--- src/hw/rtl/bxf_queue.sv ---
// Small register FIFO between the front and back ends.
module bxf_queue #(
   parameter int WIDTH = 128,
   parameter int DEPTH = 4
) (
   input  logic                       clock,
   input  logic                       reset,
   input  logic                       push_valid,
   input  logic [WIDTH-1:0]           push_data,
   input  logic                       pop,
   output logic                       out_valid,
   output logic [WIDTH-1:0]           out_data,
   output logic [$clog2(DEPTH+1)-1:0] level
);

   localparam int PW = $clog2(DEPTH);
   localparam int LW = $clog2(DEPTH + 1);

   logic [WIDTH-1:0] entry_ff [DEPTH];
   logic [PW-1:0]    wr_ptr_ff, wr_ptr_in;
   logic [PW-1:0]    rd_ptr_ff, rd_ptr_in;
   logic [LW-1:0]    level_ff, level_in;

   always_comb begin
      wr_ptr_in = wr_ptr_ff;
      rd_ptr_in = rd_ptr_ff;
      if (push_valid) begin
         wr_ptr_in = (wr_ptr_ff == PW'(DEPTH - 1)) ? '0 : wr_ptr_ff + PW'(1);
      end
      if (pop) begin
         rd_ptr_in = (rd_ptr_ff == PW'(DEPTH - 1)) ? '0 : rd_ptr_ff + PW'(1);
      end
      level_in = level_ff + LW'(push_valid) - LW'(pop);
   end

   always_ff @(posedge clock) begin
      if (reset) begin
         wr_ptr_ff <= '0;
         rd_ptr_ff <= '0;
         level_ff  <= '0;
      end else begin
         wr_ptr_ff <= wr_ptr_in;
         rd_ptr_ff <= rd_ptr_in;
         level_ff  <= level_in;
      end
   end

   always_ff @(posedge clock) begin
      if (push_valid) begin
         entry_ff[wr_ptr_ff] <= push_data;
      end
   end

   assign out_valid = (level_ff != '0);
   assign out_data  = entry_ff[rd_ptr_ff];
   assign level     = level_ff;

endmodule

--- config.mk ---
export PLATFORM = sky130hd
export DESIGN_NAME = bxf_queue
export DESIGN_NICKNAME = d
export VERILOG_FILES = /design/src/hw/rtl/bxf_queue.sv
export SDC_FILE = /design/constraint.sdc
export NUM_CORES = 1
export LEC_CHECK = 0
export ABC_AREA = 1
export BUFFER_PORTS_ARGS = -buffer_cell sky130_fd_sc_hd__buf_2
export CAP_MARGIN = 20
export CORE_ASPECT_RATIO = 0.6
export CORE_UTILIZATION = 58
export DETAILED_ROUTE_END_ITERATION = 6
export MAX_ROUTING_LAYER = met4
export PLACE_DENSITY = 0.88
export SYNTH_ARGS = -nofsm -noshare
export SYNTH_HDL_FRONTEND = slang
export SYNTH_SLANG_ARGS = --single-unit
--- constraint.sdc ---
create_clock -name clock -period 4.3 [get_ports clock]
set_input_delay 0.43 -clock clock [delete_from_list [all_inputs] [get_ports clock]]
set_output_delay 0.43 -clock clock [all_outputs]
set_load 0.05 [all_outputs]
Word level (Yosys, flattened, before mapping)
Memories as Yosys holds them, arrays and structs flattened. A register that Yosys moved wholly into a read port is not among the register bits.
Cells that the tools add are included.
- add/sub/neg operators: 4
- equality and inequality tests: 2
- muxes and demuxes: 6
- reductions and logical operators: 1
- operator list (cell ; count):
    $mux W2 ; 4
    $add A2 B1 Y2 const B ; 2
    $eq A2 B2 Y1 const B ; 2
    $add A3 B1 Y3 ; 1
    $reduce_bool A3 Y1 ; 1
    $sub A3 B1 Y3 ; 1
    $mux W1 ; 2
- register bits after elaboration: 7
- memory bits (writable): 512
- output and inout bits: 132
- memories: 1
- memory list (memory ; depth ; width ; read ports ; clocked after Yosys merged registers in ; write ports ; line ; RTL):
    entry_ff ; 4 ; 128 ; 1 ; 1 ; 1 ; 19 ; logic [WIDTH-1:0] entry_ff [DEPTH];

Depth between registers and ports, before layout
- word-level depth: 4
- gate-level depth with buffers: 9
- depth with buffers taken out: 9

Worst setup path before layout
No wires, ideal clock.
- path kind: register -> register
- from: reg wr_ptr_ff[0]
- to: mem entry_ff[2][0] (enable)
- setup time: 0.481 ns
- arrival time: 3.047 ns
- setup slack: 0.772 ns
- cell stages (with the launch flop): 5
- period minus slack after synthesis: 3.528 ns
- cell sequence: dfxtp_1 -> inv_1 -> ha_1 -> nand2_1 -> inv_1
- RTL lines (item ; line ; RTL):
    start, declared ; 20 ; logic [PW-1:0] wr_ptr_ff, wr_ptr_in;
    start signal, assigned ; 42 ; wr_ptr_ff <= wr_ptr_in;
    end, declared ; 19 ;
Straight into the memory's write port.

==> summary by stage <==
Global route
The maximum number of pins on one net before global-route repair is 118. The initial antenna violation count is 5. The global-route congestion overflow total is 0. The wire length of the first global-routing pass is 62,500 microns. In the global route stage, overall resource usage came out at 0.229. The via count of the first global-routing pass was 11.9k.

Outcome
The flow ran to the end, and the final reports show no timing, DRC or antenna violations.

Clock network
Post-CTS repair changed the size of 0 cells. The clock sink count is 521. TritonCTS built the clock tree. The clock latency on the worst-skew pair is 0.54 ns.

After clock tree synthesis, the clock-pin slew on the worst setup and hold paths is 0.07 ns. Buffers inserted during clock tree synthesis total 47. The number of H-tree levels is 2. The maximum clock path buffer count is 3. Buffers added to address setup during post-CTS repair amount to 0. The number of buffers added to fix hold violations after cts is 0. The cell sitting at the root of the clock tree is a sky130_fd_sc_hd__clkbuf_16.

Final layout
In the final layout, the share of cells above drive strength 1 is 0.189. From synthesis to final layout, the design area changed by 14.1%. The finished layout holds 2,298 standard cells, fillers aside. In the final design database the tool counted 1,933 nets.

Worst setup path
At the worst endpoint, the required time is 3.87 ns. Traced cell by cell, the critical path runs through buf_4 -> o211ai_1 -> nand2_1 -> buf_2. The worst-path cell with the longest stage delay is sky130_fd_sc_hd__dfxtp_4. The worst register-to-register path begins at wr_ptr_ff[1]. In this design, the stage delay of the slowest critical-path cell is 0.85 ns.

Data on the critical path arrives at its endpoint at 2.58 ns. The critical path in this run is classified as flip-flop to output port. Of all nets on the critical path, the largest fanout is 76. STA classifies the critical path endpoint as an output port. The worst setup path is launched from a flip-flop.

Detailed routing
The number of detailed-routing iterations run before antenna repair is 6. The average wire per standard cell is 17.7 microns. In the routed layout, each cell is associated on average with a via count of 5.36. Once detail routing completed, the nets flagged for antenna violations numbered 0. In this run, the number of DRC markers left after iteration 0 of detailed routing was 1,042. The final layout contains routed wiring with a total length of 40,600 microns.

The final routed DRC violation total is 0. The final route contains 12.3k vias.

Timing
The headroom to the max-slew limit is 0.343. Of the available clock period, the critical path in the final layout requires 0.699. After routing, the total negative slack on setup checks comes to 0 ns. The max-slew violation count came to 0. The final-report hold violation count was 0. The tightest hold path in the finished design has a slack of 0.102 ns. The setup violation total in the final timing report is 0.

The worst clock skew is 0.00998 ns. The final period demand of the worst path is 3.01 ns. Setup repair after global routing left no endpoint under its margin. For the pin with the worst max-slew slack, the measured transition is 0.985 ns.

The highest clock rate is 332 MHz.

Run
Max-cap violations in this run came to 0.

Synthesis
The number of nets in the synthesized netlist is 1,691. The share of the Yosys chip area taken by registers is 0.754. The post-synthesis cell count is 1,551. The total of warnings raised by yosys is 0.

The count of cell types in the netlist is 17. The count of state elements after synthesis is 521. A synthesized cell averages 13.3 sq um. The total standard cell area after synthesis is 0.0206 sq mm.

Placement
Port buffering added 263 buffers. The HPWL reported at the end of detailed placement is 24,200 microns. The post-placement cell count is 2,211. The final weighted congestion of routability-driven global placement is 0.790.

Floorplanning
The die is 148 microns tall. After floorplanning, the core was divided into 53 placement rows. The total I/O pin count is 264. The die width is 245 microns. For this configuration, the core starts out at a cell density of 0.589.

The floorplan step defined a die boundary enclosing 0.0364 sq mm. The total area inside the core boundary comes to 0.0350 sq mm.

Power
The overall power after layout is 11.5 mW. The peak supply drop is 0.388 mV. The power per cell area is 489 mW/mm^2. Summed over all cells, the static leakage comes to 9.19 nW.

Worst hold path
The worst hold path begins at push_data[11]. The kind of path behind the tightest hold check is input pin to flip-flop.
-- final timing paths --
check                                       end  slack [ns]  cells past startpoint
worst max-delay path              out_data[111]        1.29                      4
worst min-delay path            entry_ff[0][11]        0.10                      1
worst max register to register  entry_ff[3][19]        2.04                      4
worst min register to register        flip-flop        0.54                      2
-- kinds of logic after synthesis --
logic type / Yosys count / share of synthesized area
simple gates: 276 / 0.0503
flops: 521 / 0.754
fa+ha+maj: 8 / 0.00522
compound gates: 390 / 0.110
buf+inv: 356 / 0.0804
-- flip-flops by register name, summed over array words and instances (netlist names), named ones only --
register and count:
entry_ff 512, level 3, rd_ptr_ff 2, wr_ptr_ff 2
-- worst max-delay path, delay by kind of cell, from the launching register on --
kind | cells | cell delay, ns
flops | 1 | 0.85
buf+inv | 2 | 0.81
compound gates | 1 | 0.17
simple gates | 1 | 0.16
-- metrics by stage --
step / utilization / instance area [sq um] / setup slack (ns)
after floorplan: - / 20600 / 0.772
after global placement: 0.631 / 22100 / 1.87
after detailed placement: 0.631 / 22100 / 1.86
after CTS: 0.672 / 23500 / 1.24
after global routing: 0.672 / 23500 / 1.06
final: 0.672 / 23500 / 1.29
-- synth_stat cells (all sizes together) --
master	count	area, sq um
edfxtp	512	15400
a21oi	131	656
nor2	9	33.8
nand3	2	10.0
fa	1	20.0
buf	76	598
nand2	265	995
clkbuf	9	42.5
o211ai	128	961
o21ai	131	656
ha	7	87.6
inv	271	1020
dfxtp	9	180
-- report_power, final --
group	switching [mW]	internal (mW)
registers	0.0892	5.82
clock network	1.74	2.19
logic	1.31	0.368
total	3.13	8.37
-- layout by cell type (no fill, tap or decap) --
master                       count
sky130_fd_sc_hd__o211ai_1      128
sky130_fd_sc_hd__inv_1         267
sky130_fd_sc_hd__clkbuf_1        7
sky130_fd_sc_hd__nor2_1          9
sky130_fd_sc_hd__o21ai_1       110
sky130_fd_sc_hd__bufinv_16       3
sky130_fd_sc_hd__ha_1            7
sky130_fd_sc_hd__clkinv_4        2
sky130_fd_sc_hd__fa_1            1
sky130_fd_sc_hd__buf_12          6
sky130_fd_sc_hd__nand3_1         2
sky130_fd_sc_hd__dfxtp_1         7
sky130_fd_sc_hd__buf_2         263
sky130_fd_sc_hd__inv_6           7
sky130_fd_sc_hd__edfxtp_1      512
sky130_fd_sc_hd__clkinvlp_4      1
sky130_fd_sc_hd__clkinv_2        6
sky130_fd_sc_hd__a21oi_1       131
sky130_fd_sc_hd__dfxtp_4         2
sky130_fd_sc_hd__clkbuf_16      47
sky130_fd_sc_hd__nand2_1       265
sky130_fd_sc_hd__clkinv_1       14
sky130_fd_sc_hd__buf_4           9
sky130_fd_sc_hd__diode_2         4
sky130_fd_sc_hd__o21ai_0        21
-- layout make-up --
class                           instances  area, sq um
Multi-Input combinational cell        674         3420
Antenna cell                            4         10.0
Timing Repair Buffer                  278         1500
Inverter                              271         1040
Clock buffer                           54         1200
Sequential cell                       521        15600
Tap cell                              467          584
Fill cell                            2367        11500
Clock inverter                         29          224
-- per-layer routing --
layer | part of all wire | track usage | up-vias
met5 | 0 | - | -
met3 | 0.078 | 0.0437 | 75
li1 | - | - | 5899
met1 | 0.41 | 0.309 | 5863
met4 | 0.021 | 0.0630 | 0
met2 | 0.49 | 0.362 | 482
Power figures use the tool's default switching activity.
