[src/hw/rtl/bxf_pkg.sv]
// Shared types, constants and helpers for the 3x3 RGBA box filter.
package bxf_pkg;

   localparam int CH_W       = 8;
   localparam int PIX_W      = 4 * CH_W;
   localparam int SUM_W      = 12;           // nine 8-bit samples
   localparam int DIV9_MULT  = 7282;         // ceil(2^16 / 9)
   localparam int DIV9_SHIFT = 16;
   localparam int PROD_W     = SUM_W + DIV9_SHIFT;

   localparam int IMG_W_W    = 12;
   localparam int IMG_H_W    = 13;
   localparam int CSR_DATA_W = 13;
   localparam int OUT_ROW_W  = 12;
   localparam int OUT_COL_W  = 11;

   localparam logic [IMG_W_W-1:0] WIDTH_RESET  = 12'd640;
   localparam logic [IMG_H_W-1:0] HEIGHT_RESET = 13'd480;

   localparam int QUEUE_DEPTH   = 4;
   localparam int QUEUE_LEVEL_W = $clog2(QUEUE_DEPTH + 1);

   typedef enum logic [0:0] {
      CSR_IMAGE_WIDTH  = 1'b0,
      CSR_IMAGE_HEIGHT = 1'b1
   } bxf_csr_type;

   // what the back end owes for one pixel word
   typedef struct packed {
      logic need_mean;
      logic need_border;
      logic frame_end;
   } bxf_tag_type;

   localparam int TAG_W = $bits(bxf_tag_type);

   // floor(s / 9) for s < 2296 via reciprocal multiply
   function automatic logic [CH_W-1:0] bxf_div9(input logic [SUM_W-1:0] s);
      logic [PROD_W-1:0] p;
      p = PROD_W'(s) * PROD_W'(DIV9_MULT);
      return p[DIV9_SHIFT +: CH_W];
   endfunction

endpackage

[src/hw/rtl/bxf_back.sv]
// Back end: 3x3 window, channel sums, divide by nine and result sequencing.
module bxf_back #(
   parameter int MAX_WIDTH  = 2048,
   parameter int MAX_HEIGHT = 4096
) (
   input  logic                                clock,
   input  logic                                reset,
   input  logic                                q_valid,
   input  logic [bxf_pkg::TAG_W + $clog2(MAX_HEIGHT) + $clog2(MAX_WIDTH)
                 + 3*bxf_pkg::PIX_W - 1:0]     q_data,
   output logic                                q_pop,
   output logic                                rsp_valid,
   input  logic                                rsp_ready,
   output logic [bxf_pkg::OUT_ROW_W-1:0]       rsp_out_row,
   output logic [bxf_pkg::OUT_COL_W-1:0]       rsp_out_col,
   output logic [bxf_pkg::CH_W-1:0]            rsp_out_red,
   output logic [bxf_pkg::CH_W-1:0]            rsp_out_green,
   output logic [bxf_pkg::CH_W-1:0]            rsp_out_blue,
   output logic [bxf_pkg::CH_W-1:0]            rsp_out_alpha,
   output logic                                rsp_frame_end
);

   import bxf_pkg::*;

   localparam int RW = $clog2(MAX_HEIGHT);
   localparam int CW = $clog2(MAX_WIDTH);

   bxf_tag_type      q_tag;
   logic [RW-1:0]    q_row;
   logic [CW-1:0]    q_col;
   logic [PIX_W-1:0] q_upper, q_middle, q_pix;

   assign {q_tag, q_row, q_col, q_upper, q_middle, q_pix} = q_data;

   // win_ff[column][position], column 2 is newest, position 2 is current row
   logic [PIX_W-1:0] win_ff [3][3];
   logic             w_valid_ff;
   bxf_tag_type      w_tag_ff;
   logic [RW-1:0]    w_row_ff;
   logic [CW-1:0]    w_col_ff;

   logic [SUM_W-1:0] sum_c [4];

   logic             s_valid_ff;
   logic             s_mean_pend_ff, s_border_pend_ff;
   logic             s_fe_ff;
   logic [SUM_W-1:0] s_sum_ff [4];
   logic [RW-1:0]    s_row_ff;
   logic [CW-1:0]    s_col_ff;
   logic [PIX_W-1:0] s_pix_ff;

   logic             rsp_valid_ff;
   logic [OUT_ROW_W-1:0] rsp_row_ff;
   logic [OUT_COL_W-1:0] rsp_col_ff;
   logic [PIX_W-1:0] rsp_pix_ff;
   logic             rsp_fe_ff;

   logic             out_free, emit_mean, emit_border, s_last, s_free, w_move;
   logic [31:0]      mean_row32, mean_col32, brd_row32, brd_col32;

   always_comb begin
      for (int ch = 0; ch < 4; ch++) begin
         sum_c[ch] = '0;
         for (int k = 0; k < 3; k++) begin
            for (int m = 0; m < 3; m++) begin
               sum_c[ch] = sum_c[ch] + SUM_W'(win_ff[k][m][ch*CH_W +: CH_W]);
            end
         end
      end
   end

   assign out_free    = !rsp_valid_ff || rsp_ready;
   assign emit_mean   = s_valid_ff && s_mean_pend_ff && out_free;
   assign emit_border = s_valid_ff && !s_mean_pend_ff && s_border_pend_ff && out_free;
   assign s_last      = s_valid_ff && ((!s_mean_pend_ff && !s_border_pend_ff) ||
                                       emit_border || (emit_mean && !s_border_pend_ff));
   assign s_free      = !s_valid_ff || s_last;
   assign w_move      = w_valid_ff && s_free;
   assign q_pop       = q_valid && (!w_valid_ff || w_move);

   assign mean_row32 = 32'(s_row_ff) - 32'd1;
   assign mean_col32 = 32'(s_col_ff) - 32'd1;
   assign brd_row32  = 32'(s_row_ff);
   assign brd_col32  = 32'(s_col_ff);

   // window shifts once per word, in stream order
   always_ff @(posedge clock) begin
      if (q_pop) begin
         for (int m = 0; m < 3; m++) begin
            win_ff[0][m] <= win_ff[1][m];
            win_ff[1][m] <= win_ff[2][m];
         end
         win_ff[2][0] <= q_upper;
         win_ff[2][1] <= q_middle;
         win_ff[2][2] <= q_pix;
         w_tag_ff     <= q_tag;
         w_row_ff     <= q_row;
         w_col_ff     <= q_col;
      end
      if (w_move) begin
         for (int ch = 0; ch < 4; ch++) begin
            s_sum_ff[ch] <= sum_c[ch];
         end
         s_fe_ff  <= w_tag_ff.frame_end;
         s_row_ff <= w_row_ff;
         s_col_ff <= w_col_ff;
         s_pix_ff <= win_ff[2][2];
      end
      if (emit_mean) begin
         rsp_row_ff <= mean_row32[OUT_ROW_W-1:0];
         rsp_col_ff <= mean_col32[OUT_COL_W-1:0];
         rsp_pix_ff <= {bxf_div9(s_sum_ff[3]), bxf_div9(s_sum_ff[2]),
                        bxf_div9(s_sum_ff[1]), bxf_div9(s_sum_ff[0])};
         rsp_fe_ff  <= 1'b0;
      end else if (emit_border) begin
         rsp_row_ff <= brd_row32[OUT_ROW_W-1:0];
         rsp_col_ff <= brd_col32[OUT_COL_W-1:0];
         rsp_pix_ff <= s_pix_ff;
         rsp_fe_ff  <= s_fe_ff;
      end
   end

   always_ff @(posedge clock) begin
      if (reset) begin
         w_valid_ff       <= 1'b0;
         s_valid_ff       <= 1'b0;
         s_mean_pend_ff   <= 1'b0;
         s_border_pend_ff <= 1'b0;
         rsp_valid_ff     <= 1'b0;
      end else begin
         if (q_pop) begin
            w_valid_ff <= 1'b1;
         end else if (w_move) begin
            w_valid_ff <= 1'b0;
         end

         if (w_move) begin
            s_valid_ff       <= 1'b1;
            s_mean_pend_ff   <= w_tag_ff.need_mean;
            s_border_pend_ff <= w_tag_ff.need_border;
         end else if (s_last) begin
            s_valid_ff       <= 1'b0;
            s_mean_pend_ff   <= 1'b0;
            s_border_pend_ff <= 1'b0;
         end else if (emit_mean) begin
            s_mean_pend_ff <= 1'b0;
         end

         if (emit_mean || emit_border) begin
            rsp_valid_ff <= 1'b1;
         end else if (rsp_ready) begin
            rsp_valid_ff <= 1'b0;
         end
      end
   end

   assign rsp_valid     = rsp_valid_ff;
   assign rsp_out_row   = rsp_row_ff;
   assign rsp_out_col   = rsp_col_ff;
   assign rsp_out_red   = rsp_pix_ff[0*CH_W +: CH_W];
   assign rsp_out_green = rsp_pix_ff[1*CH_W +: CH_W];
   assign rsp_out_blue  = rsp_pix_ff[2*CH_W +: CH_W];
   assign rsp_out_alpha = rsp_pix_ff[3*CH_W +: CH_W];
   assign rsp_frame_end = rsp_fe_ff;

`ifndef NO_ASSERTIONS
   a_border_follows_mean: assert property (@(posedge clock) disable iff (reset)
      (emit_mean && s_border_pend_ff) |=> s_valid_ff)
      else $error("border result dropped after mean result");

   a_window_stage_holds: assert property (@(posedge clock) disable iff (reset)
      (w_valid_ff && !s_free) |=>
         (w_valid_ff && $stable(w_row_ff) && $stable(w_col_ff)))
      else $error("window stage changed while stalled");
`endif

endmodule

[config.mk]
export PLATFORM = sky130hd
export DESIGN_NAME = bxf_back
export DESIGN_NICKNAME = d
export VERILOG_FILES = /design/src/hw/rtl/bxf_pkg.sv /design/src/hw/rtl/bxf_back.sv
export SDC_FILE = /design/constraint.sdc
export NUM_CORES = 1
export LEC_CHECK = 0
export ABC_AREA = 1
export ABC_CLOCK_PERIOD_IN_PS = 26700
export BUFFER_PORTS_ARGS = -buffer_cell sky130_fd_sc_hd__buf_2
export CORE_AREA = 4 4 264 266
export CTS_CLUSTER_DIAMETER = 200
export CTS_CLUSTER_SIZE = 14
export DETAILED_ROUTE_END_ITERATION = 6
export DIE_AREA = 0 0 268 270
export HOLD_SLACK_MARGIN = 0.06
export PLACE_DENSITY = 0.66
export SYNTH_ARGS = -nofsm -noshare
export SYNTH_HDL_FRONTEND = slang
export SYNTH_SLANG_ARGS = --single-unit
[constraint.sdc]
create_clock -name clock -period 26.7 [get_ports clock]
set_clock_uncertainty 0.2 [all_clocks]
set_input_delay 5.34 -clock clock [delete_from_list [all_inputs] [get_ports clock]]
set_output_delay 5.34 -clock clock [all_outputs]
set_load 0.05 [all_outputs]
[Word level (Yosys, flattened, before mapping)]
Memories as Yosys holds them, arrays and structs flattened.
Index checks and enable logic that the tools add are counted.
Cells by class
  $add $sub $neg: 34
  multiply operators: 4
  mux-type cells: 20
  reduce and logical (&&, ||, !) cells: 26
Operators by type and width (number)
  12-bit by 8-bit adder with 12-bit output: 16
  12-bit by 12-bit multiplier with 23-bit output, second input constant: 4
  32-bit two-way mux: 2
  11-bit by 8-bit adder with 12-bit output: 4
  10-bit by 8-bit adder with 11-bit output: 4
  9-bit by 8-bit adder with 10-bit output: 4
  8-bit by 8-bit adder with 9-bit output: 4
  12-bit two-way mux: 2
  11-bit two-way mux: 2
  1-bit two-way mux: 14
  12-bit by 1-bit subtractor with 12-bit output, second input constant: 1
  11-bit by 1-bit subtractor with 11-bit output, second input constant: 1
  1-bit logical AND: 10
  2-bit nonzero test: 4
  1-bit logical OR: 6
  1-bit logical NOT: 5
  3-bit nonzero test: 1
Word-level totals
  flip-flop bits (word level): 143
  memory bits (writable): 336
  input port bits: 126
  output and inout port bits: 58
  word-level logic and storage cells: 104
  memories kept: 2
Memory list
  win_ff: depth 3, bits a word 96, read ports 3, clocked after Yosys merged registers in 0, write ports 3, line bxf_back.sv:36  | logic [PIX_W-1:0] win_ff [3][3];
  s_sum_ff: depth 4, bits a word 12, read ports 4, clocked after Yosys merged registers in 0, write ports 4, line bxf_back.sv:47  | logic [SUM_W-1:0] s_sum_ff [4];

[Logic depth before layout (Yosys ltp)]
  depth in word-level cells: 13
  depth in mapped cells: 21
  depth with buffers taken out: 21

[Worst setup path before layout]
OpenSTA, ideal clock, no wires.
  kind: input to output
  from: input rsp_ready
  to: output q_pop
  arrival time: 12407 ps
  data required time: 21160 ps
  path slack: 8753 ps
  stages on the path: 10
  path buffers: 0
  path through: inv_1 -> nand2_1 -> nand4_1 -> nand2_1 -> nand2_1 -> nand2_1 -> inv_1 -> nand2_1 -> nand2_1 -> inv_1
Between the ends
  word-level cells in the longest chain between the ends: 9
  elaborated cells on any way between the ends: 11
  those cells by class: reduce/logical (11)
Ends and longest elaborated chain
  start, declared: line bxf_back.sv:13  | input logic rsp_ready,
  1-bit logical OR *: line bxf_back.sv:72  | assign out_free = !rsp_valid_ff || rsp_ready;
  1-bit logical AND (on tied branches): line bxf_back.sv:74, bxf_back.sv:73
  1-bit logical OR or 1-bit logical AND (tied branches): line bxf_back.sv:75, bxf_back.sv:76
  1-bit logical OR *: line bxf_back.sv:76  | emit_border || (emit_mean && !s_border_pend_ff));
  1-bit logical AND *: line bxf_back.sv:75  | assign s_last = s_valid_ff && ((!s_mean_pend_ff && !s_border_pend_ff) ||
  1-bit logical OR *: line bxf_back.sv:77  | assign s_free = !s_valid_ff || s_last;
  1-bit logical AND *: line bxf_back.sv:78  | assign w_move = w_valid_ff && s_free;
  1-bit logical OR *: line bxf_back.sv:79  | assign q_pop = q_valid && (!w_valid_ff || w_move);
  1-bit logical AND *: line bxf_back.sv:79
  end, declared: line bxf_back.sv:11  | output logic q_pop,
Every way passes the cells marked *; elsewhere a longest branch is shown, timed or not.

[Final worst setup path]
Same ends and word-level chain as after synthesis.

==> impl_metrics.py <==
metrics = {
    "clocking": {
        "clk_latency_ns": 0.57,
        "clkSlewWorstSetupHoldPaths_ns": 0.06,
        "cts_tree": "built",
        "cts.hold.buffers_added": 0,
        "ctsLongestPathBuffers": 3,
        "cts_setup_buffers": 0,
        "cts-root-buf": "clkbuf_16",
        "htreeDepth": 2,
        "cts_resized": 0,
        "cts_sinks": 479,
        "cts_buffers": 40,
    },
    "cells_and_area": {
        "stdcell_count": 3672,
        "area_delta_synth_final_pct": 9.93,
        "layout.nets": 3570,
        "antennaDiodeCount": 0,
        "drive_gt1_share_pct": 8.93,
    },
    "logic_synthesis": {
        "synth_warnings": 0,
        "syn_area_mm2": 0.0313,
        "ys_seq_area_share_pct": 45.7,
        "synthFlopType": "edfxtp_1",
        "netlist_instances": 2567,
        "ys_async_sr_fraction_pct": 0,
        "synth-edff-count": 473,
        "synth.net_count": 3347,
        "avgSynthCellArea_um2": 12.2,
        "synth.distinct_cells": 40,
        "synth-seq-cells": 479,
        "synth_top_area_cell": "edfxtp_1",
        "synth_top_area_share_pct": 45.3,
        "synth_area_leaders": "edfxtp_1 (45%), fa_1 (21%), ha_1 (13%), inv_1 (7.2%), nand2_1 (4.1%)",
    },
    "global_route": {
        "antenna_found_initial": 0,
        "grt_usage_pct": 16.9,
        "grt_overflow": 0,
        "grt_max_degree": 95,
        "grt_pass1_wl_um": 98500,
        "grt_pass1_vias": 19733,
    },
    "floorplanning": {
        "ios": 184,
        "die_x_um": 268,
        "rows": 95,
        "initial_core_util_pct": 46.7,
        "die_h_um": 270,
        "coreArea_mm2": 0.0670,
        "dieArea_mm2": 0.0724,
    },
    "critical_path": {
        "path_max_fanout": 94,
        "criticalPathCategory": "input pin to output port",
        "critPathLaunchType": "input pin",
        "crit_path_end_kind": "output port",
        "critPathRequiredTime_ns": 21.16,
        "arrival_ns": 7.40,
    },
    "drt": {
        "drcViolationCount": 0,
        "firstDrtPassIters": 5,
        "drtIter0Drc": 1053,
        "viasPerCell": 4.89,
        "route.met3.wl_um": 2890,
        "vias": 17956,
        "met2WireLength_um": 28200,
        "antenna_left": 0,
        "wire_per_inst_um": 16.0,
        "wl_um": 58900,
        "wl_met1_um": 26100,
        "dr.max_layer_used": "met4",
    },
    "flow_run": {
        "maxCapViolations": 0,
    },
    "timing": {
        "finalSetupViolCount": 0,
        "rsz0062_at_grt": "no",
        "hold_violations": 0,
        "fin_ws_ns": 13.76,
        "fmax_mhz": 77.3,
        "min_period_ns": 12.94,
        "worst_pin_slew_ns": 1.09,
        "holdWs_ns": 0.218,
        "final.setup.tns_ns": 0,
        "report.final.slew_viol_count": 0,
        "relSlewSlack_pct": 27.4,
        "fin_crit_sh_pct": 48.5,
    },
    "outcome": {
        "status": "finished, final reports clean",
    },
    "placed_design": {
        "io_buffers": 183,
        "dpl_worst_slack_ns": 13.77,
        "place_inst": 3621,
        "gp_congestion": 0.911,
        "hpwlAfterDp_um": 47000,
    },
    "hold_path": {
        "worstHoldPathType": "register to register",
    },
}
[cell usage in the layout, fill, tap and decap left out, types with 6 or more instances in the layout]
master | Yosys | routed
inv_1 | 605 | 604
edfxtp_1 | 473 | 473
nand2_1 | 345 | 344
fa_1 | 332 | 332
ha_1 | 322 | 322
buf_2 | 3 | 183
nand3_1 | 102 | 102
nor2_1 | 90 | 90
a21oi_1 | 89 | 89
xor2_1 | 46 | 46
clkbuf_16 | 0 | 41
o21ai_0 | 26 | 26
nor3_1 | 19 | 19
o21bai_1 | 15 | 15
xnor2_1 | 14 | 14
nand4_1 | 13 | 13
o21a_1 | 10 | 10
a21o_1 | 9 | 9
nand3b_1 | 8 | 8
clkbuf_1 | 3 | 7
a31oi_1 | 6 | 6
buf_4 | 0 | 6
dfxtp_1 | 6 | 6
[per-layer routing]
layer / GRT usage (%) / vias up
met1: 22.9 / 8799
met5: 0 / -
met2: 28.3 / 347
met4: 4.55 / 0
met3: 3.01 / 88
li1: - / 8722
[stage by stage]
step	area (um^2)	utilization, %
finish	34500	51.4
global route	34500	51.4
CTS	34500	51.4
detailed placement	33400	49.8
global placement	33400	49.8
floorplan	31300	-
[path summary, 6_finish.rpt]
check | from | end | slack (ns) | depth (start not counted)
max | rsp_ready | q_pop | 13.76 | 12
min | w_row_ff[5]$_DFFE_PP_ | s_row_ff[5]$_DFFE_PP_ | 0.22 | 0
max reg2reg | s_sum_ff[1][7]$_DFFE_PP_ | rsp_pix_ff[15]$_DFFE_PP_ | 21.73 | 21
min reg2reg | w_row_ff[5]$_DFFE_PP_ | s_row_ff[5]$_DFFE_PP_ | 0.22 | 0
[kinds of logic (layout without fill, tap and decap cells)]
| family | count (synthesis) | after routing | synth area share, % |
|---|---|---|---|
| DFF | 479 | 479 | 45.7 |
| and+or+nand+nor | 597 | 597 | 8.20 |
| AOI/OAI and AO/OA | 163 | 163 | 2.97 |
| adders and majority gates | 654 | 654 | 34.1 |
| buffers and inverters | 614 | 846 | 7.39 |
| xor gates and xnor gates | 60 | 60 | 1.68 |
[worst max-delay path, stage by stage]
cell and delay [ns]:
buf_2 0.08, inv_1 0.04, nand2_1 0.16, nand4_1 0.27, nand2_1 0.16, nand2_1 0.07, nand2_1 0.08, inv_1 0.09
nand2_1 0.08, nand2_1 0.14, inv_8 0.46, buf_2 0.38
[flip-flops by register name, indices dropped and copies added (netlist names), 3 cells and up]
name / count
s_pix_ff: 32
rsp_out_col: 11
s_col_ff: 11
rsp_pix_ff: 32
rsp_out_row: 12
w_col_ff: 11
w_tag_ff: 3
win_ff: 288
w_row_ff: 12
s_row_ff: 12
s_sum_ff: 48
[synthesized netlist by cell type, drive strengths merged, types with 2 or more instances]
library cell,number
inv,606
edfxtp,473
nand2,346
fa,332
ha,322
nand3,103
nor2,93
a21oi,89
xor2,46
o21ai,26
nor3,22
o21bai,15
nand4,14
xnor2,14
o21a,10
a21o,9
nand3b,8
nor4,7
a31oi,6
dfxtp,6
buf,5
o211ai,5
clkbuf,3
or2,2
[area by class of cell]
class / count / area (um^2)
multi-input combinational: 1474 / 14700
clock buffer: 48 / 1050
fill: 5788 / 32600
sequential: 479 / 14300
timing repair buffer: 189 / 961
tap: 873 / 1090
clock inverter: 3 / 33.8
inverter: 606 / 2280
Power is left out: the tool's default activity adds up to more than one toggle a clock period on the data nets, which glitch-free logic cannot reach.
